File: src/design/rtp_pkg.sv
// Shared types and constants of the rectangular-to-polar CORDIC pipeline.
// No dependencies; used by every module of the block.
package rtp_pkg;

	// Datapath width: samples are scaled to 40 bits, plus growth and sign.
	localparam int DataW   = 43;
	// Angle accumulator, radians * 2^30, holds +-pi plus the atan sum.
	localparam int AngW    = 35;
	localparam int TableLen = 24;
	localparam int MagW    = 16;
	localparam int PhW     = 16;

	localparam logic [21:0] GainQ22 = 22'd2547003;
	localparam logic signed [AngW-1:0] PiQ30    = 35'sd3373259426;
	localparam logic signed [AngW-1:0] NegPiQ30 = -35'sd3373259426;
	localparam logic signed [PhW-1:0] PiQ13        = 16'sd25736;
	localparam logic signed [PhW-1:0] NegPiQ13     = -16'sd25736;
	localparam logic signed [PhW-1:0] HalfPiQ13    = 16'sd12868;
	localparam logic signed [PhW-1:0] NegHalfPiQ13 = -16'sd12868;
	localparam logic [MagW-1:0] MagMax = 16'hFFFF;

	// atan(2^-i) * 2^30, truncated
	localparam logic [29:0] ATAN_Q30 [TableLen] = '{
		30'h3243F6A8, 30'h1DAC6705, 30'h0FADBAFC, 30'h07F56EA6,
		30'h03FEAB76, 30'h01FFD55B, 30'h00FFFAAA, 30'h007FFF55,
		30'h003FFFEA, 30'h001FFFFD, 30'h000FFFFF, 30'h0007FFFF,
		30'h0003FFFF, 30'h0001FFFF, 30'h0000FFFF, 30'h00007FFF,
		30'h00003FFF, 30'h00001FFF, 30'h00000FFF, 30'h000007FF,
		30'h000003FF, 30'h000001FF, 30'h000000FF, 30'h0000007F
	};

	// One item as it travels down the rotation chain.
	typedef struct packed {
		logic                    byp;      // axis case, result already known
		logic [MagW-1:0]         byp_mag;
		logic signed [PhW-1:0]   byp_ph;
		logic signed [DataW-1:0] x;
		logic signed [DataW-1:0] y;
		logic signed [AngW-1:0]  z;
	} cordic_t;

endpackage

File: src/design/rtp_cell.sv
// One CORDIC vectoring micro-rotation with its output register.
// Depends on rtp_pkg (cordic_t, atan table).
module rtp_cell #(
	parameter int Stage = 0
) (
	input  logic            clk,
	input  logic            arst_n,
	input  logic            in_vld,
	input  rtp_pkg::cordic_t in_data,
	output logic            out_vld,
	output rtp_pkg::cordic_t out_data
);

	localparam logic signed [rtp_pkg::AngW-1:0] Ang =
		rtp_pkg::AngW'(rtp_pkg::ATAN_Q30[Stage]);

	logic signed [rtp_pkg::DataW-1:0] xs;
	logic signed [rtp_pkg::DataW-1:0] ys;
	rtp_pkg::cordic_t nxt;
	rtp_pkg::cordic_t data_q;
	logic vld_q;

	assign xs = in_data.x >>> Stage;
	assign ys = in_data.y >>> Stage;

	always_comb begin
		nxt = in_data;
		// rotate toward the real axis
		if (!in_data.y[rtp_pkg::DataW-1]) begin
			nxt.x = in_data.x + ys;
			nxt.y = in_data.y - xs;
			nxt.z = in_data.z + Ang;
		end else begin
			nxt.x = in_data.x - ys;
			nxt.y = in_data.y + xs;
			nxt.z = in_data.z - Ang;
		end
	end

	always_ff @(posedge clk or negedge arst_n) begin
		if (!arst_n) begin
			vld_q <= 1'b0;
		end else begin
			vld_q <= in_vld;
		end
	end

	always_ff @(posedge clk) begin
		data_q <= nxt;
	end

	assign out_vld  = vld_q;
	assign out_data = data_q;

endmodule

File: config.mk
export PLATFORM = sky130hd
export DESIGN_NAME = rtp_cell
export DESIGN_NICKNAME = d
export VERILOG_FILES = /design/src/design/rtp_pkg.sv /design/src/design/rtp_cell.sv
export SDC_FILE = /design/constraint.sdc
export NUM_CORES = 1
export LEC_CHECK = 0
export BUFFER_PORTS_ARGS = -buffer_cell sky130_fd_sc_hd__buf_2
export CAP_MARGIN = 20
export CORE_MARGIN = 3
export CORE_UTILIZATION = 50
export CTS_CLUSTER_SIZE = 30
export DETAILED_ROUTE_END_ITERATION = 6
export GPL_TIMING_DRIVEN = 0
export PLACE_DENSITY = 0.79
export SLEW_MARGIN = 20
export SYNTH_ARGS = -nofsm -noshare
export SYNTH_HDL_FRONTEND = slang
export SYNTH_SLANG_ARGS = --single-unit
export TNS_END_PERCENT = 5
File: constraint.sdc
create_clock -name clk -period 0.8 [get_ports clk]
set_clock_uncertainty 0.05 [all_clocks]
set_input_delay 0.2 -clock clk [delete_from_list [all_inputs] [get_ports clk]]
set_output_delay 0.2 -clock clk [all_outputs]
set_load 0.01 [all_outputs]
Word level (Yosys, flattened, before mapping)
Index checks and enable logic that the tools add are counted.
{"block": "word_totals", "register_bits": 155, "input_bits": 157, "out_inout_bits": 155, "wordCells": 13}
{"block": "classes", "add_sub_neg": 5, "muxes": 1}
{"operator": "two-way mux 121 bit", "n": 1}
{"operator": "subtractor 43 bit", "n": 2}
{"operator": "adder 43 bit", "n": 1}
{"operator": "adder 35 x 31 -> 35 bit (second input constant)", "n": 1}
{"operator": "subtractor 35 x 31 -> 35 bit (second input constant)", "n": 1}

Longest topological paths before layout
{"block": "logic_depth", "word_depth": 2, "mapped_depth": 14}

Worst setup path after synthesis
Ideal clock, no wire load.
{"block": "synth_timing", "path_type": "input -> register", "from": "input port in_data[77] (netlist name)", "to": "register data_q (netlist bit out_data[13])", "setup_ns": 0.082, "t_arrival_ns": 3.348, "slack_ns": -2.680, "cell_stages": 13, "path_buffers": 2, "path_cell_list": "inv_1 clkbuf_1 clkbuf_1 ha_1 nor2b_1 o21a_1 o21ai_0 a21boi_0 o21a_1 o21ai_0 a21boi_0 or4b_2 o2111ai_1"}
{"element": "from (decl)", "line_no": "rtp_cell.sv:9", "text": "input rtp_pkg::cordic_t in_data,"}
{"element": "to (signal assigned)", "line_no": "rtp_cell.sv:49", "text": "data_q <= nxt;"}
{"element": "to (decl)", "line_no": "rtp_cell.sv:20", "text": "rtp_pkg::cordic_t data_q;"}

==> metrics.md <==
| Metric | Value |
|---|---|
| Yosys warnings | `0` |
| Arrival @ worst endpoint | `3.02 ns` |
| Commonest cells in the netlist | `a21oi_1 (187), ha_1 (172), dfxtp_1 (153)` |
| Seq/Total Area, Yosys | `24.1%` |
| CP max-delay cell | `or3_1` |
| DRC viols | `0` |
| Routed via count | `15338` |
| Number of core rows | `57` |
| RSZ-0062 raised after global routing | `true` |
| DP HPWL | `40100 um` |
| Failing checks | `setup timing` |
| Buf/Inv on CP | `3` |
| Pwr dens | `1800 mW/mm^2` |
| WL/cell | `24.1 um` |
| Post-layout util | `78.7%` |
| Layout cells sized above 1 | `41.8%` |
| Die area | `0.0275 sq mm` |
| Clock transition at the registers of the reported paths | `0.07 ns` |
| Max IR drop VDD | `1.43 mV` |
| Setup TNS | `-201.83 ns` |
| First-pass GRT wire length | `82800 um` |
| Die height | `166 um` |
| Worst stage delay on the critical path | `0.38 ns` |
| Syn avg cell area | `7.85 sq um` |
| H-tree level count | `4` |
| Synth top area cells | `dfxtp_1 (24%), ha_1 (17%), a21oi_1 (7.3%)` |
| Synth cell types | `85` |
| Status | `finished, violations left` |
| Vias/cell | `6.34` |
| Final Hold Fails | `0` |
| Critical setup path kind | `in2reg` |
| EDFF count, synth | `0` |
| Synth top area share | `23.9%` |
| Post-synth top area cell | `dfxtp_1` |
| Clk root buf | `clkbuf_16` |
| Initial antenna violation count | `5` |
| Die width | `166 um` |
| Final ANT Viol Nets | `0` |
| Met1 Use GR | `46.1%` |
| Clk buf depth | `2` |
| I/O pin count | `312` |
| Crit end category | `flop` |
| Port bufs | `311` |
| Yosys reg bits | `154` |
| Layer with the highest usage | `met2` |
| Total gr overflow | `0` |
| CP startpoint kind | `input port` |
| Synth Net Count | `1962` |
| Worst-Margin Slew | `0.847 ns` |
| Clock sinks | `154` |
| CTS tree | `built` |
| Post-Route WL | `58400 um` |
| P_leak | `8.61 nW` |
| GR Layer Usage met3 | `6.40%` |
| Final min period | `2.70 ns` |
| Routability-driven placement congestion ratio | `1.03` |
| Detailed Routing Iterations Pass 1 | `6` |
| Top_reg_cell synth | `dfxtp_1` |
| Max Cap Viol | `0` |
| Mapped Area | `0.0128 sq mm` |
| Normalized max-slew margin | `43.5%` |
| Final WS setup | `-1.90 ns` |
| Met2 Use GR | `62.2%` |
| Delay-heaviest family, CP | `compound AO/OA/AOI/OAI gates` |
| All-layer global routing usage | `37.4%` |
| Largest net degree at the start of global routing | `22` |
| Core area | `0.0247 sq mm` |
| Initial core utilization | `51.7%` |
| Final Slew Violations | `0` |
| Vias in the first global route | `14479` |
| CP Cell Sequence | `buf_8 -> ha_4 -> inv_2 -> fa_2 -> o21bai_4 -> o2111ai_4 -> a211oi_4 -> o311a_4 -> o31ai_4 -> a21oi_2 -> or3_1 -> buf_6 -> a31oi_4 -> xor2_1` |
| Fmax | `370 MHz` |
| Most common cell in the netlist | `a21oi_1` |
| Post-route clock period utilization | `338%` |
| WP data required | `1.12 ns` |
| Area growth syn-to-layout | `52.2%` |
| Endpoints failing setup | `270` |
| Nets | `2412` |
| Filler instances | `1670` |
| Iteration-0 DRC count of the detailed router | `1875` |
| Synthesized instance count | `1629` |
| Ys async rst share | `0.649%` |
| Total CTS buffers | `17` |
| Largest fanout on the critical path | `6` |
| Hold WC Path Type | `in2async` |
placed cells by master, fill, tap and decap left out, types with 11 or more instances in the layout:
| master | synthesis | layout |
|---|---|---|
| nor2_1 | 130 | 116 |
| buf_2 | 22 | 227 |
| a21oi_2 | 1 | 50 |
| ha_4 | 0 | 23 |
| mux2i_1 | 20 | 16 |
| dlygate4sd3_1 | 0 | 40 |
| o21bai_1 | 37 | 34 |
| a21oi_1 | 187 | 123 |
| o21ai_0 | 121 | 66 |
| o211ai_1 | 15 | 15 |
| a21oi_4 | 0 | 15 |
| buf_6 | 1 | 113 |
| nor2b_1 | 21 | 16 |
| dfxtp_1 | 153 | 79 |
| o21ai_2 | 0 | 23 |
| xor2_1 | 16 | 16 |
| o21ai_1 | 2 | 23 |
| clkbuf_1 | 38 | 15 |
| nor2_2 | 0 | 11 |
| inv_1 | 138 | 114 |
| inv_2 | 2 | 18 |
| nand2b_1 | 15 | 15 |
| o21ai_4 | 0 | 11 |
| buf_4 | 2 | 76 |
| a21o_1 | 47 | 46 |
| xnor2_1 | 88 | 86 |
| clkbuf_16 | 0 | 19 |
| nor3_1 | 36 | 24 |
| a211oi_2 | 2 | 13 |
| nand3_1 | 24 | 21 |
| nand2_1 | 93 | 87 |
| ha_1 | 172 | 142 |
| nand4_1 | 23 | 23 |
| dfxtp_2 | 0 | 71 |
stage by stage:
step | setup slack [ns] | power [mW] | instance area [sq um] | hold slack, ns | cells
6_report | -1.90 | 35.0 | 19500 | 0.0485 | 2420
5_1_grt | -1.90 | 36.2 | 19500 | 0.0664 | 2420
4_1_cts | -1.86 | 32.1 | 17700 | 0.0171 | 2384
3_5_place_dp | -3.24 | 21.0 | 14900 | -0.0733 | 2264
3_3_place_gp | -3.25 | 21.0 | 14900 | -0.0734 | 2264
2_1_floorplan | -1.80 | 16.6 | 12900 | -0.146 | 1629
cells by family after synthesis:
logic type	share of synthesized area, %
AO/OA/AOI/OAI	28.1
adder cells (fa/ha/maj)	17.5
XOR/XNOR	7.12
buffers and inverters	6.67
AND/OR/NAND/NOR	14.7
multiplexers	1.74
flip-flops	24.1
worst max path at each step:
stage | start | endpoint | slack [ns] | cells past startpoint
2_1_floorplan | in_data[35] | out_data[73] | -1.80 | 13
3_3_place_gp | in_data[35] | out_data[75] | -3.25 | 13
3_5_place_dp | in_data[35] | out_data[75] | -3.24 | 13
4_1_cts | in_data[78] | out_data[77] | -1.86 | 14
5_1_grt | in_data[78] | out_data[77] | -1.90 | 14
6_report | in_data[78] | out_data[77] | -1.90 | 14
area by class of cell:
class	instances	area, sq um	area share (%)
Multi-Input combinational cell	1259	10800	55.6
Timing Repair Buffer	436	3270	16.8
Inverter	144	586	3.01
Clock inverter	14	181	0.932
Sequential cell	154	3190	16.4
Buffer	67	568	2.92
Tap cell	324	405	2.08
Antenna cell	4	10.0	0.0514
Clock buffer	18	439	2.26
state kept, by name, summed over array words and instances (netlist names):
signal / cells
out_data: 153
out_vld: 1
layer usage:
| metal | wire, um | vias to the layer above |
|---|---|---|
| li1 | - | 6695 |
| met1 | 21600 | 7131 |
| met2 | 27100 | 1199 |
| met3 | 5770 | 311 |
| met4 | 3870 | 2 |
| met5 | 13 | - |
what timing repair did:
action / CTS / global route
pin swaps: 76 / 111
resized for setup: 382 / 370
setup endpoints to repair: 270 / 270
hold buffers: 40 / 0
setup buffers: 48 / 37
cloned: 1 / 0
endpoints found under the hold margin: 41 / 0
power breakdown:
part,switching (mW),internal [mW],leakage (nW),total [mW]
Combinational,9.06,7.01,7.01,16.1
Clock,4.20,4.84,0.300,9.05
Sequential,0.623,9.31,1.30,9.94
Total,13.9,21.2,8.61,35.0
Power figures use the tool's default switching activity.
