## config.mk

```make
export PLATFORM = sky130hd
export DESIGN_NAME = rtp_post
export DESIGN_NICKNAME = d
export VERILOG_FILES = /design/src/design/rtp_pkg.sv /design/src/design/rtp_post.sv
export SDC_FILE = /design/constraint.sdc
export NUM_CORES = 1
export LEC_CHECK = 0
export BUFFER_PORTS_ARGS = -buffer_cell sky130_fd_sc_hd__buf_2
export CAP_MARGIN = 15
export CORE_ASPECT_RATIO = 1.4
export CORE_MARGIN = 2
export CORE_UTILIZATION = 35
export CTS_CLUSTER_SIZE = 40
export DETAILED_ROUTE_END_ITERATION = 12
export PLACE_DENSITY_LB_ADDON = 0.3
export SYNTH_ARGS = -nofsm -noshare
export SYNTH_HDL_FRONTEND = slang
export SYNTH_SLANG_ARGS = --single-unit
```

## constraint.sdc

```tcl
create_clock -name clk -period 2.8 [get_ports clk]
set_clock_uncertainty 0.2 [all_clocks]
set_input_delay 0.14 -clock clk [delete_from_list [all_inputs] [get_ports clk]]
set_output_delay 0.14 -clock clk [all_outputs]
set_load 0.005 [all_outputs]
```

## src/design/rtp_pkg.sv

```systemverilog
// Shared types and constants of the rectangular-to-polar CORDIC pipeline.
// No dependencies; used by every module of the block.
package rtp_pkg;

	// Datapath width: samples are scaled to 40 bits, plus growth and sign.
	localparam int DataW   = 43;
	// Angle accumulator, radians * 2^30, holds +-pi plus the atan sum.
	localparam int AngW    = 35;
	localparam int TableLen = 24;
	localparam int MagW    = 16;
	localparam int PhW     = 16;

	localparam logic [21:0] GainQ22 = 22'd2547003;
	localparam logic signed [AngW-1:0] PiQ30    = 35'sd3373259426;
	localparam logic signed [AngW-1:0] NegPiQ30 = -35'sd3373259426;
	localparam logic signed [PhW-1:0] PiQ13        = 16'sd25736;
	localparam logic signed [PhW-1:0] NegPiQ13     = -16'sd25736;
	localparam logic signed [PhW-1:0] HalfPiQ13    = 16'sd12868;
	localparam logic signed [PhW-1:0] NegHalfPiQ13 = -16'sd12868;
	localparam logic [MagW-1:0] MagMax = 16'hFFFF;

	// atan(2^-i) * 2^30, truncated
	localparam logic [29:0] ATAN_Q30 [TableLen] = '{
		30'h3243F6A8, 30'h1DAC6705, 30'h0FADBAFC, 30'h07F56EA6,
		30'h03FEAB76, 30'h01FFD55B, 30'h00FFFAAA, 30'h007FFF55,
		30'h003FFFEA, 30'h001FFFFD, 30'h000FFFFF, 30'h0007FFFF,
		30'h0003FFFF, 30'h0001FFFF, 30'h0000FFFF, 30'h00007FFF,
		30'h00003FFF, 30'h00001FFF, 30'h00000FFF, 30'h000007FF,
		30'h000003FF, 30'h000001FF, 30'h000000FF, 30'h0000007F
	};

	// One item as it travels down the rotation chain.
	typedef struct packed {
		logic                    byp;      // axis case, result already known
		logic [MagW-1:0]         byp_mag;
		logic signed [PhW-1:0]   byp_ph;
		logic signed [DataW-1:0] x;
		logic signed [DataW-1:0] y;
		logic signed [AngW-1:0]  z;
	} cordic_t;

endpackage

```

## src/design/rtp_post.sv

```systemverilog
// Output stages: gain compensation in split partial products, rounding,
// magnitude saturation and phase clamp. Depends on rtp_pkg.
module rtp_post #(
	parameter int SAMPLE_BITS = 16
) (
	input  logic                              clk,
	input  logic                              arst_n,
	input  logic                              in_vld,
	input  rtp_pkg::cordic_t                  in_data,
	output logic                              done,
	output logic [rtp_pkg::MagW-1:0]          magnitude,
	output logic signed [rtp_pkg::PhW-1:0]    phase
);

	localparam int Guard = 40 - SAMPLE_BITS;
	localparam int AngW  = rtp_pkg::AngW;
	localparam int PrW   = 43;

	logic [PrW-1:0] lo_c;
	logic [PrW-1:0] hi_c;
	logic signed [AngW-1:0] zr;
	logic signed [AngW-18:0] ph_r;
	logic signed [rtp_pkg::PhW-1:0] ph_c;

	logic                           vld_s1;
	logic [PrW-1:0]                 lo_s1;
	logic [PrW-1:0]                 hi_s1;
	logic                           byp_s1;
	logic [rtp_pkg::MagW-1:0]       bmag_s1;
	logic signed [rtp_pkg::PhW-1:0] ph_s1;

	logic [63:0] sum;
	logic [63:0] shifted;

	logic                           vld_s2;
	logic [rtp_pkg::MagW-1:0]       mag_s2;
	logic signed [rtp_pkg::PhW-1:0] ph_s2;

	// x is never negative here; split it into two 21-bit halves
	assign lo_c = {22'b0, in_data.x[20:0]} * PrW'(rtp_pkg::GainQ22);
	assign hi_c = {22'b0, in_data.x[41:21]} * PrW'(rtp_pkg::GainQ22);

	assign zr   = in_data.z + AngW'(65536);
	assign ph_r = zr[AngW-1:17];

	always_comb begin
		if (in_data.byp) begin
			ph_c = in_data.byp_ph;
		end else if (ph_r > rtp_pkg::PiQ13) begin
			ph_c = rtp_pkg::PiQ13;
		end else if (ph_r < rtp_pkg::NegPiQ13) begin
			ph_c = rtp_pkg::NegPiQ13;
		end else begin
			ph_c = ph_r[rtp_pkg::PhW-1:0];
		end
	end

	assign sum = (64'(hi_s1) << 21) + 64'(lo_s1) + (64'(1) << (Guard + 21));
	assign shifted = sum >> (Guard + 22);

	always_ff @(posedge clk or negedge arst_n) begin
		if (!arst_n) begin
			vld_s1 <= 1'b0;
			vld_s2 <= 1'b0;
		end else begin
			vld_s1 <= in_vld;
			vld_s2 <= vld_s1;
		end
	end

	always_ff @(posedge clk) begin
		lo_s1   <= lo_c;
		hi_s1   <= hi_c;
		byp_s1  <= in_data.byp;
		bmag_s1 <= in_data.byp_mag;
		ph_s1   <= ph_c;
		ph_s2   <= ph_s1;
		if (byp_s1) begin
			mag_s2 <= bmag_s1;
		end else if (|shifted[63:16]) begin
			mag_s2 <= rtp_pkg::MagMax;
		end else begin
			mag_s2 <= shifted[15:0];
		end
	end

	assign done      = vld_s2;
	assign magnitude = mag_s2;
	assign phase     = ph_s2;

endmodule

```

# Yosys cells after proc, flatten, opt, wreduce, memory -nomap -nowiden
# Cells that the tools add are included.
dict set report totals {
  in_bits 157
  ff_bits 153
  elab_cells 22
  output_inout_bits 33
}
dict set report op_classes {
  reduce_logical 1
  add_sub_neg 3
  order_cmp 2
  muxes 5
  n_mul 2
}
# cell n
set op_table {}
lappend op_table {{$mul 21x22->43 const B} 2}
lappend op_table {{$mux 16} 5}
lappend op_table {{$add 64x43->64} 1}
lappend op_table {{$add 64x46->64 const B} 1}
lappend op_table {{$add 35x18->35 const B} 1}
lappend op_table {{$gt 18x16->1 const B} 1}
lappend op_table {{$lt 18x16->1 const B} 1}
lappend op_table {{$reduce_or 2->1} 1}

# Depth between registers and ports, before layout
# Gate-level depths: netlist (run 1).
dict set report depth {
  depth_word 5
  mapped_depth 24
  depth_no_buf 23
}

# Worst setup path before layout (run 1)
# OpenSTA, ideal clock, no wires.
dict set report synth_timing {
  path_type {input to register}
  from {in in_data[93] (netlist name)}
  to {reg lo_s1[35]}
  required_time_ps 2528
  stages 19
  setup_ps 72
  path_slack_ps -3346
  path_buffers 0
  t_arrival_ps 5874
  cell_sequence {fa_1 inv_1 fa_1 inv_1 fa_1 fa_1 fa_1 fa_1 fa_1 ha_1 nand2_1 nand2b_1 a21o_1 a211o_1 a2111o_1 a21oi_1 nor3_1 a2111oi_2 xnor2_1}
}
dict set report synth_between {
  elab_chain_len 1
}
# item line_no
set synth_rtl {}
lappend synth_rtl {{from (decl)} rtp_post.sv:9} ;# input rtp_pkg::cordic_t in_data,
lappend synth_rtl {{$mul 21x22->43} rtp_post.sv:40} ;# assign lo_c = {22'b0, in_data.x[20:0]} * PrW'(rtp_pkg::GainQ22);
lappend synth_rtl {{net lo_c[35]} rtp_post.sv:19} ;# logic [PrW-1:0] lo_c;
lappend synth_rtl {{to (signal assigned)} rtp_post.sv:72} ;# lo_s1 <= lo_c;
lappend synth_rtl {{to (decl)} rtp_post.sv:26} ;# logic [PrW-1:0] lo_s1;
# The timed path passes the listed nets, and every way through them passes these cells.

# Worst setup path in the final report (run 1)
dict set report layout_timing {
  from {in in_data[95] (netlist name)}
  to {reg lo_s1[40]}
}
# Same word-level chain as after synthesis.

==> metrics.md, run 1 <==
| Metric | Value |
|---|---|
| Status | `finished, violations left` |
| Failing checks | `setup timing` |
| Post-Layout Cell Count | `3712` |
| Synth Flop Type | `dfxtp_1` |
| Launch point of the worst path | `in_data[95]` |
| Fraction of layout cells with a size suffix above 1 | `35.4%` |
| Met1 Wirelength | `23.8 mm` |
| Number of global-route vias before repair | `20300` |
| CP arrival | `5930 ps` |
| Clock buffer depth | `2` |
| Met3 routed WL | `1.22 mm` |
| Reg clk slew, reported paths | `60 ps` |
| Synth Area per Inst | `10.1 um^2` |
| Clock sink count | `132` |
| Final wirelength | `64.1 mm` |
| Vias per cell | `4.72` |
| Die Wd | `218 um` |
| Mapped Cells | `2222` |
| Syn-to-layout area delta | `39.2%` |
| CP Cell Sequence | `buf_6 -> fa_1 -> inv_1 -> fa_1 -> inv_2 -> fa_1 -> fa_1 -> fa_1 -> fa_1 -> fa_1 -> ha_4 -> nand2_2 -> nand2b_1 -> a21o_1 -> a211o_1 -> buf_4 -> o211ai_1 -> buf_4 -> a211o_1 -> buf_4 -> a21oi_2 -> or4_1 -> nand3_1` |
| Vias | `17500` |
| H-Tree Depth | `4` |
| Netlist cell types | `73` |
| Top sig layer | `met4` |
| Worst reg2reg endpoint | `magnitude[9]` |
| CTS tree | `done` |
| Crit share post-route | `206%` |
| Iteration-0 DRC Markers | `462` |
| Reg2reg start | `hi_s1[1]` |
| Worst Setup End Kind | `flop` |
| Chip height | `303 um` |
| Endpoints failing setup | `75` |
| Overflow after GRT | `0` |
| Nets | `3831` |
| Hpwl dp | `56.7 mm` |
| Die area | `66000 um^2` |
| Crit path max fanout | `3` |
| Tightest Pin Transition | `525 ps` |
| Clk Tree Root Cell | `clkbuf_16` |
| Post-layout util | `49.3%` |
| Number of port buffers | `129` |
| Reg2reg setup slack | `-180 ps` |
| GP Congestion | `0.964` |
| Critical Path Max Stage Delay | `550 ps` |
| Slowest-stage cell, CP | `fa_1` |
| All-Layer GR Usage | `20.2%` |
| EDFF count, synth | `0` |
| Asr flop ratio synth | `1.52%` |
| Largest net degree at the start of global routing | `21` |
| Slew headroom | `64.9%` |
| Clk Latency, worst-skew pair | `430 ps` |
| Count of final hold-check violations | `0` |
| Setup WS post-layout | `-2960 ps` |
| Max-cap violation count | `0` |
| Residual DRC count | `0` |
| Synth Register Bits | `132` |
| Syn Std Cell Area | `22400 um^2` |
| Placed cells | `3594` |
| Synth Net Count | `3187` |
| Crit start category | `input port` |
| Register area share after synthesis | `11.9%` |
| Reg2Reg Depth | `11` |
| Number of I/O pins | `190` |
| HP Class | `input port to flop` |
| Setup TNS | `-140770 ps` |
| Hold EP | `ph_s1[12]` |
| Initial Util | `35.4%` |
| DRT Pass-1 Iters | `4` |
| Hold path start | `in_data[29]` |
| Count of pins over their slew limit | `0` |
| Tmin final | `5760 ps` |
| Core footprint | `63100 um^2` |
| Met2 routed WL | `36.7 mm` |
| DRT antenna net count | `0` |
| CTS Buf Count | `17` |
| Row cnt | `109` |
| First-pass GRT wire length | `104 mm` |
| Hold slack | `39.0 ps` |
| Hold path cells | `4` |
| Worst path required time | `2970 ps` |
| CP dominant cell by count | `fa_1` |
| Fmax | `0.174 GHz` |
| Warnings, synthesis | `0` |
| Setup Crit Path Kind | `input port to flop` |
| Unrepaired setup endpoints after global routing | `yes` |
| DR WL/cell | `17.3 um` |
| Antenna violations before repair | `0` |
-- registers in the layout, summed over array words and instances, names as in the netlist --
signal,cells
hi_s1,43
phase,16
magnitude,16
vld_s1,1
done,1
lo_s1,22
byp_s1,1
bmag_s1,16
ph_s1,16
-- cell families (layout without fill, tap and decap cells) --
kind of cell,after synthesis,after routing,synth area share (%)
flip-flops,132,132,11.9
other,0,1,0
AO/OA/AOI/OAI,299,299,9.30
buffers and inverters,626,1282,10.6
AND/OR/NAND/NOR,280,280,6.42
XOR/XNOR,72,72,2.82
adder cells (fa/ha/maj),808,808,58.8
multiplexers,5,6,0.263
-- worst max-delay path, delay by kind of cell --
kind	cells	cell delay (ps)
fa+ha+maj	8	3750
compound gates	5	800
simple gates	4	600
buf+inv	6	640
-- worst max-delay path by stage --
stage / endpoint / slack, ps / depth (start not counted)
6_report: lo_s1[40] / -2960 / 23
2_1_floorplan: lo_s1[39] / -2970 / 19
5_1_grt: lo_s1[38] / -3140 / 24
4_1_cts: lo_s1[35] / -3000 / 20
3_3_place_gp: lo_s1[40] / -3480 / 24
3_5_place_dp: lo_s1[39] / -3520 / 23
-- cell type report --
class                      instances  area [um^2]
multi-input combinational       1465        19500
timing repair buffer             650         5090
antenna                            1         2.50
sequential                       132         2660
clock buffer                      18          429
clock inverter                    14          149
fill                            5756        32000
tap                              832         1040
inverter                         600         2260
-- timing repair --
action	in CTS	in global routing
gates resized for setup	255	142
setup endpoints to repair	75	77
hold endpoints to repair	37	1
cloned	1	0
buffers inserted	43	29
hold buffers	44	1
pin swaps	189	125
-- stage by stage --
stage	worst slack, ps	area [um^2]
4_1_cts	-3000	30500
3_3_place_gp	-3480	28000
3_5_place_dp	-3520	28000
2_1_floorplan	-2970	23200
6_report	-2960	31100
5_1_grt	-3140	31100
-- Yosys cell counts (3+ instances only) --
master,number,area share (%)
nand3b_1,3,0.10
a2111oi_0,3,0.12
nand2b_1,10,0.28
nand2_1,52,0.87
dfxtp_1,130,12
and3_1,15,0.42
ha_1,404,23
inv_1,600,10
mux2_2,3,0.15
or2_2,11,0.31
buf_2,4,0.090
o2111ai_1,4,0.16
nand3_1,41,0.92
nor4_1,3,0.084
a211o_1,6,0.23
o211a_1,6,0.27
a31oi_1,14,0.39
and2_1,6,0.17
o21a_1,9,0.30
xor2_1,27,1.1
or4_1,3,0.10
o21bai_1,7,0.23
nor2_1,64,1.1
xnor2_1,45,1.8
o31ai_1,5,0.17
nor2b_1,26,0.73
nor3_1,13,0.29
fa_1,404,36
nand4_1,16,0.45
o211ai_1,9,0.30
a21oi_1,77,1.7
a21o_1,54,1.8
a311oi_1,5,0.20
and4_1,6,0.23
a41oi_1,3,0.12
clkbuf_1,18,0.30
a21oi_2,10,0.39
a32oi_1,4,0.16
a211oi_1,12,0.40
or3_1,5,0.14
o21ai_0,40,0.90
a21boi_0,3,0.10
-- layer usage --
metal  GRT usage (%)  up-vias
li1                -     8347
met1            21.5     8788
met2            41.0      272
met3            1.70      112
met4            7.19        0
met5               0        -
-- layout by cell type (no fill, tap or decap), types with 38 or more instances in the layout --
| cell type | n |
|---|---|
| inv_1 | 523 |
| fa_1 | 373 |
| buf_4 | 423 |
| nand3_1 | 38 |
| buf_6 | 68 |
| nor2_1 | 48 |
| a21o_1 | 54 |
| ha_1 | 314 |
| dlygate4sd3_1 | 45 |
| dfxtp_1 | 127 |
| inv_2 | 73 |
| nand2_1 | 45 |
| ha_4 | 82 |
| buf_2 | 104 |
| a21oi_1 | 42 |
Power of run 1 is left out: the tool's default activity adds up to more than one toggle a clock period on the data nets, which glitch-free logic cannot reach.
==> run 2: changes to the inputs <==
--- a/config.mk
+++ b/config.mk
@@ -13,6 +13,7 @@
 export CTS_CLUSTER_SIZE = 40
 export DETAILED_ROUTE_END_ITERATION = 12
 export PLACE_DENSITY_LB_ADDON = 0.3
+export REMOVE_ABC_BUFFERS = 1
 export SYNTH_ARGS = -nofsm -noshare
 export SYNTH_HDL_FRONTEND = slang
 export SYNTH_SLANG_ARGS = --single-unit
==> constraint.sdc (replaced) <==
create_clock -name clk -period 7 [get_ports clk]
set_clock_uncertainty 0.2 [all_clocks]
set_input_delay 0.35 -clock clk [delete_from_list [all_inputs] [get_ports clk]]
set_output_delay 0.35 -clock clk [all_outputs]
set_load 0.005 [all_outputs]
==> metrics.md, run 2 (synthesis results as in run 1) <==
| Metric | Value |
|---|---|
| Vias | `15800 (-9.8%)` |
| Unrepaired setup endpoints after global routing | `no` |
| Final wirelength | `57.3 mm (-11%)` |
| Vias per cell | `4.75 (+0.73%)` |
| Overflow after GRT | `0 (unchanged)` |
| Count of final hold-check violations | `0 (unchanged)` |
| CP arrival | `6720 ps (+790 ps)` |
| Core footprint | `63100 um^2 (unchanged)` |
| Tightest Pin Transition | `759 ps (+234 ps)` |
| Clk Latency, worst-skew pair | `450 ps (+20 ps)` |
| Reg2Reg Depth | `10 (-1)` |
| DR WL/cell | `17.3 um (-0.12%)` |
| Hold slack | `0.626 ps (-38.4 ps)` |
| All-Layer GR Usage | `18.5% (-1.7 points)` |
| Die Wd | `218 um (unchanged)` |
| Nets | `3442 (-10%)` |
| Hold path cells | `3 (-1)` |
| FILL cells | `6233 (+8.3%)` |
| Crit path max fanout | `5 (+2)` |
| Register Area | `2650 um^2 (-0.14%)` |
| Placed cells | `3255 (-9.4%)` |
| Clock buffer depth | `2 (unchanged)` |
| Post-Layout Cell Count | `3323 (-10%)` |
| Number of global-route vias before repair | `18400 (-9.4%)` |
| Crit start category | `input port` |
| Clock sink count | `132 (unchanged)` |
| Worst path required time | `7120 ps (+4150 ps)` |
| Slew headroom | `49.1% (-16 points)` |
| Die area | `66000 um^2 (unchanged)` |
| Row cnt | `109 (unchanged)` |
| Number of port buffers | `129 (unchanged)` |
| Syn-to-layout area delta | `14.7%` |
| Antenna violations before repair | `1 (+1)` |
| Residual DRC count | `0 (unchanged)` |
| Chip height | `303 um (unchanged)` |
| GP Congestion | `0.921 (-4.4%)` |
| Post-CTS Setup Repair Bufs | `0 (-100%)` |
| Status | `complete, no violations` |
| Hpwl dp | `52.3 mm (-7.8%)` |
| Register name with the most flops | `hi_s1` |
| Number of I/O pins | `190 (unchanged)` |
| Setup WS post-layout | `404 ps (+3360 ps)` |
| Max-cap violation count | `0 (unchanged)` |
| Count of pins over their slew limit | `0 (unchanged)` |
| DRT Pass-1 Iters | `5 (+1)` |
| H-Tree Depth | `4 (unchanged)` |
| Clk Tree Root Cell | `clkbuf_16` |
| Iteration-0 DRC Markers | `558 (+21%)` |
| Commonest cells after routing, fill and taps aside | `600 x inv_1, 404 x fa_1, 404 x ha_1, 130 x dfxtp_1, 129 x buf_2` |
| Reg clk slew, reported paths | `60 ps (about the same)` |
| Crit share post-route | `94.2%` |
| Initial Util | `35.4% (unchanged)` |
| HP Class | `input port to flop` |
| CTS tree | `done` |
| Setup TNS | `0 ps (+140770 ps)` |
| Tmin final | `6600 ps` |
| Fraction of layout cells with a size suffix above 1 | `11.8% (-24 points)` |
| Multi-input gate area | `17300 um^2 (-11%)` |
| Setup Crit Path Kind | `input port to flop` |
| Max FFs per register | `43 (unchanged)` |
| Setup WS pre-CTS | `-44.8 ps (+3470 ps)` |
| First-pass GRT wire length | `94.0 mm (-9.3%)` |
| Largest registers | `hi_s1 x43, lo_s1 x22` |
| Endpoints failing setup | `0 (-100%)` |
| Fmax | `0.152 GHz` |
| Largest net degree at the start of global routing | `21 (unchanged)` |
| CTS Buf Count | `17 (unchanged)` |
| DRT antenna net count | `0 (unchanged)` |
| Most common cell after layout, fill and taps aside | `inv_1` |
| Worst Setup End Kind | `flop` |
run 2: layout make-up:
| type | instances | share of cell area (%) |
|---|---|---|
| tap | 832 | 4.06 |
| clock inverter | 14 | 0.707 |
| sequential | 132 | 10.3 |
| timing repair buffer | 262 | 6.75 |
| multi-input combinational | 1464 | 67.6 |
| antenna | 1 | 0.00976 |
| inverter | 600 | 8.78 |
| clock buffer | 18 | 1.71 |
run 2: per-stage QoR:
| stage | area (um^2) | util, % |
|---|---|---|
| after floorplan | 22300 | - |
| after global placement | 24700 | 39.1 |
| after detailed placement | 24700 | 39.1 |
| after CTS | 25600 | 40.6 |
| after global routing | 25600 | 40.6 |
| final | 25600 | 40.6 |
run 2: path summary, 6_finish.rpt:
path | start | end | slack, ps
min in group asynchronous | arst_n | vld_s1 | 560
max in group asynchronous | arst_n | done | 5920
min | in_data[123] | ph_s1[2] | 0.6
max | in_data[99] | hi_s1[37] | 400
min reg2reg | ph_s1[8] | phase[8] | 130
max reg2reg | lo_s1[22] | magnitude[2] | 3660
run 2: layer usage:
metal | global-route usage, % | routed length, um | share of wire, %
met1 | 18.5 | 20300 | 35
met2 | 38.0 | 33300 | 58
met3 | 1.44 | 1030 | 1.8
met4 | 8.59 | 2690 | 4.7
met5 | 0 | 0 | 0
run 2: worst max-delay path: stages:
cell and delay (ps):
dlygate4sd3_1 520, buf_2 210, inv_1 130, fa_1 530
fa_1 530, inv_1 70, fa_1 460, ha_1 330
fa_1 550, inv_1 60, fa_1 500, inv_1 40
ha_1 360, nand2_1 100, o311ai_0 320, a21o_1 190
o2111ai_1 170, a31oi_1 340, a211oi_1 150, o21ai_1 290
a2111oi_0 160, a211oi_1 360
run 2: what timing repair did:
action                                 in CTS  in global routing
hold buffers                               35                  0
setup endpoints to repair                   0                  1
endpoints found under the hold margin      35                  0
resized for setup                           0                  1
Power of run 2 is left out for the same reason.
==> run 3: changes to the inputs <==
--- a/config.mk
+++ b/config.mk
@@ -7,6 +7,8 @@
 export LEC_CHECK = 0
 export BUFFER_PORTS_ARGS = -buffer_cell sky130_fd_sc_hd__buf_2
 export CAP_MARGIN = 15
+export CELL_PAD_IN_SITES_DETAIL_PLACEMENT = 0
+export CELL_PAD_IN_SITES_GLOBAL_PLACEMENT = 1
 export CORE_ASPECT_RATIO = 1.4
 export CORE_MARGIN = 2
 export CORE_UTILIZATION = 35
==> metrics.md, run 3 (synthesis results as in run 1) <==
| Metric | Value |
|---|---|
| Hpwl dp | `52.5 mm (+0.44%)` |
| Die area | `66000 um^2 (unchanged)` |
| Core footprint | `63100 um^2 (unchanged)` |
| Reg clk slew, reported paths | `70 ps (about the same)` |
| CTS tree | `done` |
| Clk Latency, worst-skew pair | `440 ps (about the same)` |
| Placed cells | `3236 (-0.58%)` |
| Clk Tree Root Cell | `clkbuf_16` |
| Crit share post-route | `94.0% (-0.20 points)` |
| Hold slack | `39.0 ps (+38.4 ps)` |
| Crit start category | `input port` |
| Largest registers | `hi_s1 x43, lo_s1 x22` |
| Chip height | `303 um (unchanged)` |
| Number of global-route vias before repair | `18200 (-1.0%)` |
| Nets | `3423 (-0.55%)` |
| Worst Setup End Kind | `flop` |
| FILL cells | `6324 (+1.5%)` |
| CP Cell Sequence | `buf_2 -> fa_1 -> inv_1 -> fa_1 -> inv_1 -> fa_1 -> fa_1 -> fa_1 -> fa_1 -> fa_1 -> ha_1 -> nand4_1 -> or2_2 -> a211oi_1 -> buf_4 -> o211ai_1 -> a211o_1 -> a21oi_1 -> buf_4 -> o21ai_0 -> a211oi_1` |
| Post-Layout Cell Count | `3303 (-0.60%)` |
| Overflow after GRT | `0 (unchanged)` |
| Endpoints failing setup | `0 (unchanged)` |
| Status | `complete, no violations` |
| DRT antenna net count | `0 (unchanged)` |
| Row cnt | `109 (unchanged)` |
| Most common cell after layout, fill and taps aside | `inv_1` |
| Residual DRC count | `0 (unchanged)` |
| Register Area | `2650 um^2 (unchanged)` |
| Slowest-stage cell, CP | `fa_1` |
| Fmax | `0.152 GHz (+0.21%)` |
| Clock sink count | `132 (unchanged)` |
| H-Tree Depth | `4 (unchanged)` |
| Max-cap violation count | `0 (unchanged)` |
| Post-CTS Setup Repair Bufs | `0 (unchanged)` |
| Critical Path Max Stage Delay | `570 ps (+20 ps)` |
| Multi-input gate area | `17400 um^2 (about the same)` |
| CP dominant cell by count | `fa_1` |
| HP Class | `input port to flop` |
| Number of port buffers | `129 (unchanged)` |
| Count of pins over their slew limit | `0 (unchanged)` |
| Register name with the most flops | `hi_s1` |
| Initial Util | `35.4% (unchanged)` |
| Fraction of layout cells with a size suffix above 1 | `11.2% (-0.64 points)` |
| Number of I/O pins | `190 (unchanged)` |
| Setup Crit Path Kind | `input port to flop` |
| Largest net degree at the start of global routing | `21 (unchanged)` |
| Setup TNS | `0 ps (unchanged)` |
| Commonest cells after routing, fill and taps aside | `600 x inv_1, 404 x fa_1, 404 x ha_1, 130 x dfxtp_1, 129 x buf_2` |
| DRT Pass-1 Iters | `5 (unchanged)` |
| All-Layer GR Usage | `18.7% (+0.15 points)` |
| Antenna violations before repair | `0 (-1)` |
| Unrepaired setup endpoints after global routing | `no` |
| CTS Buf Count | `17 (unchanged)` |
| Vias per cell | `4.73 (-0.60%)` |
| Vias | `15600 (-1.2%)` |
| Iteration-0 DRC Markers | `501 (-10%)` |
| Die Wd | `218 um (unchanged)` |
| GP Congestion | `0.936 (+1.6%)` |
| First-pass GRT wire length | `94.9 mm (+0.92%)` |
| Tmin final | `6580 ps (-13.9 ps)` |
| CP arrival | `6730 ps (about the same)` |
| Tightest Pin Transition | `749 ps (-10.0 ps)` |
| Post-layout util | `40.4% (-0.19 points)` |
| Count of final hold-check violations | `0 (unchanged)` |
| Worst path required time | `7150 ps (+30 ps)` |
| N_diodes | `0 (-1)` |
| DR WL/cell | `17.4 um (+1.1%)` |
| Final wirelength | `57.6 mm (+0.51%)` |
| Crit path max fanout | `4 (-1)` |
| Clock buffer depth | `2 (unchanged)` |
| Slew headroom | `49.8% (+0.67 points)` |
| Max FFs per register | `43 (unchanged)` |
| Syn-to-layout area delta | `14.1%` |
## run 3: cell types whose count changed in the layout (fill, tap and decap cells not counted), sizes merged
cell,previous run,this run
buf,227,208
diode,1,0
clkinvlp,1,2
clkbuf,18,17
clkinv,2,4
inv,609,607
## run 3: final timing paths
| path | slack [ps] | cells past startpoint | start | end |
|---|---|---|---|---|
| max | 420 | 21 | in_data[93] | lo_s1[38] |
| min | 40 | 1 | in_data[153] | byp_s1 |
| max reg2reg | 3730 | 10 | lo_s1[22] | magnitude[10] |
| min reg2reg | 130 | 0 | ph_s1[12] | phase[12] |
| max in group asynchronous | 5940 | 3 | arst_n | done |
| min in group asynchronous | 540 | 3 | arst_n | vld_s1 |
## run 3: timing repair
action	4_1_cts	5_1_grt
setup endpoints to repair	0	3
hold endpoints to repair	35	0
hold buffers	35	0
gates resized for setup	0	3
## run 3: final cells by class
| type | instances | share of cell area, % |
|---|---|---|
| timing repair buffer | 243 | 6.23 |
| tap | 832 | 4.08 |
| inverter | 600 | 8.82 |
| multi-input combinational | 1464 | 68.0 |
| clock inverter | 15 | 0.828 |
| sequential | 132 | 10.4 |
| clock buffer | 17 | 1.67 |
## run 3: critical path: cells and delay by family
| family | cells | cell delay, ps |
|---|---|---|
| AND/OR/NAND/NOR | 2 | 450 |
| AO/OA/AOI/OAI | 6 | 1300 |
| adder cells (fa/ha/maj) | 8 | 4000 |
| buffers and inverters | 5 | 620 |
## run 3: through the flow
step / worst slack, ps / cell area (um^2)
3_3_place_gp: -56.5 / 24500
3_5_place_dp: -9.97 / 24500
2_1_floorplan: 644 / 22300
5_1_grt: 45.4 / 25500
6_report: 418 / 25500
4_1_cts: 257 / 25500
## run 3: per-layer routing
| metal | GRT usage [%] | wire [um] |
|---|---|---|
| met5 | 0 | 0 |
| met1 | 19.0 | 21000 |
| met2 | 38.8 | 34000 |
| met4 | 6.70 | 1830 |
| met3 | 1.52 | 843 |
Power of run 3 is left out for the same reason.
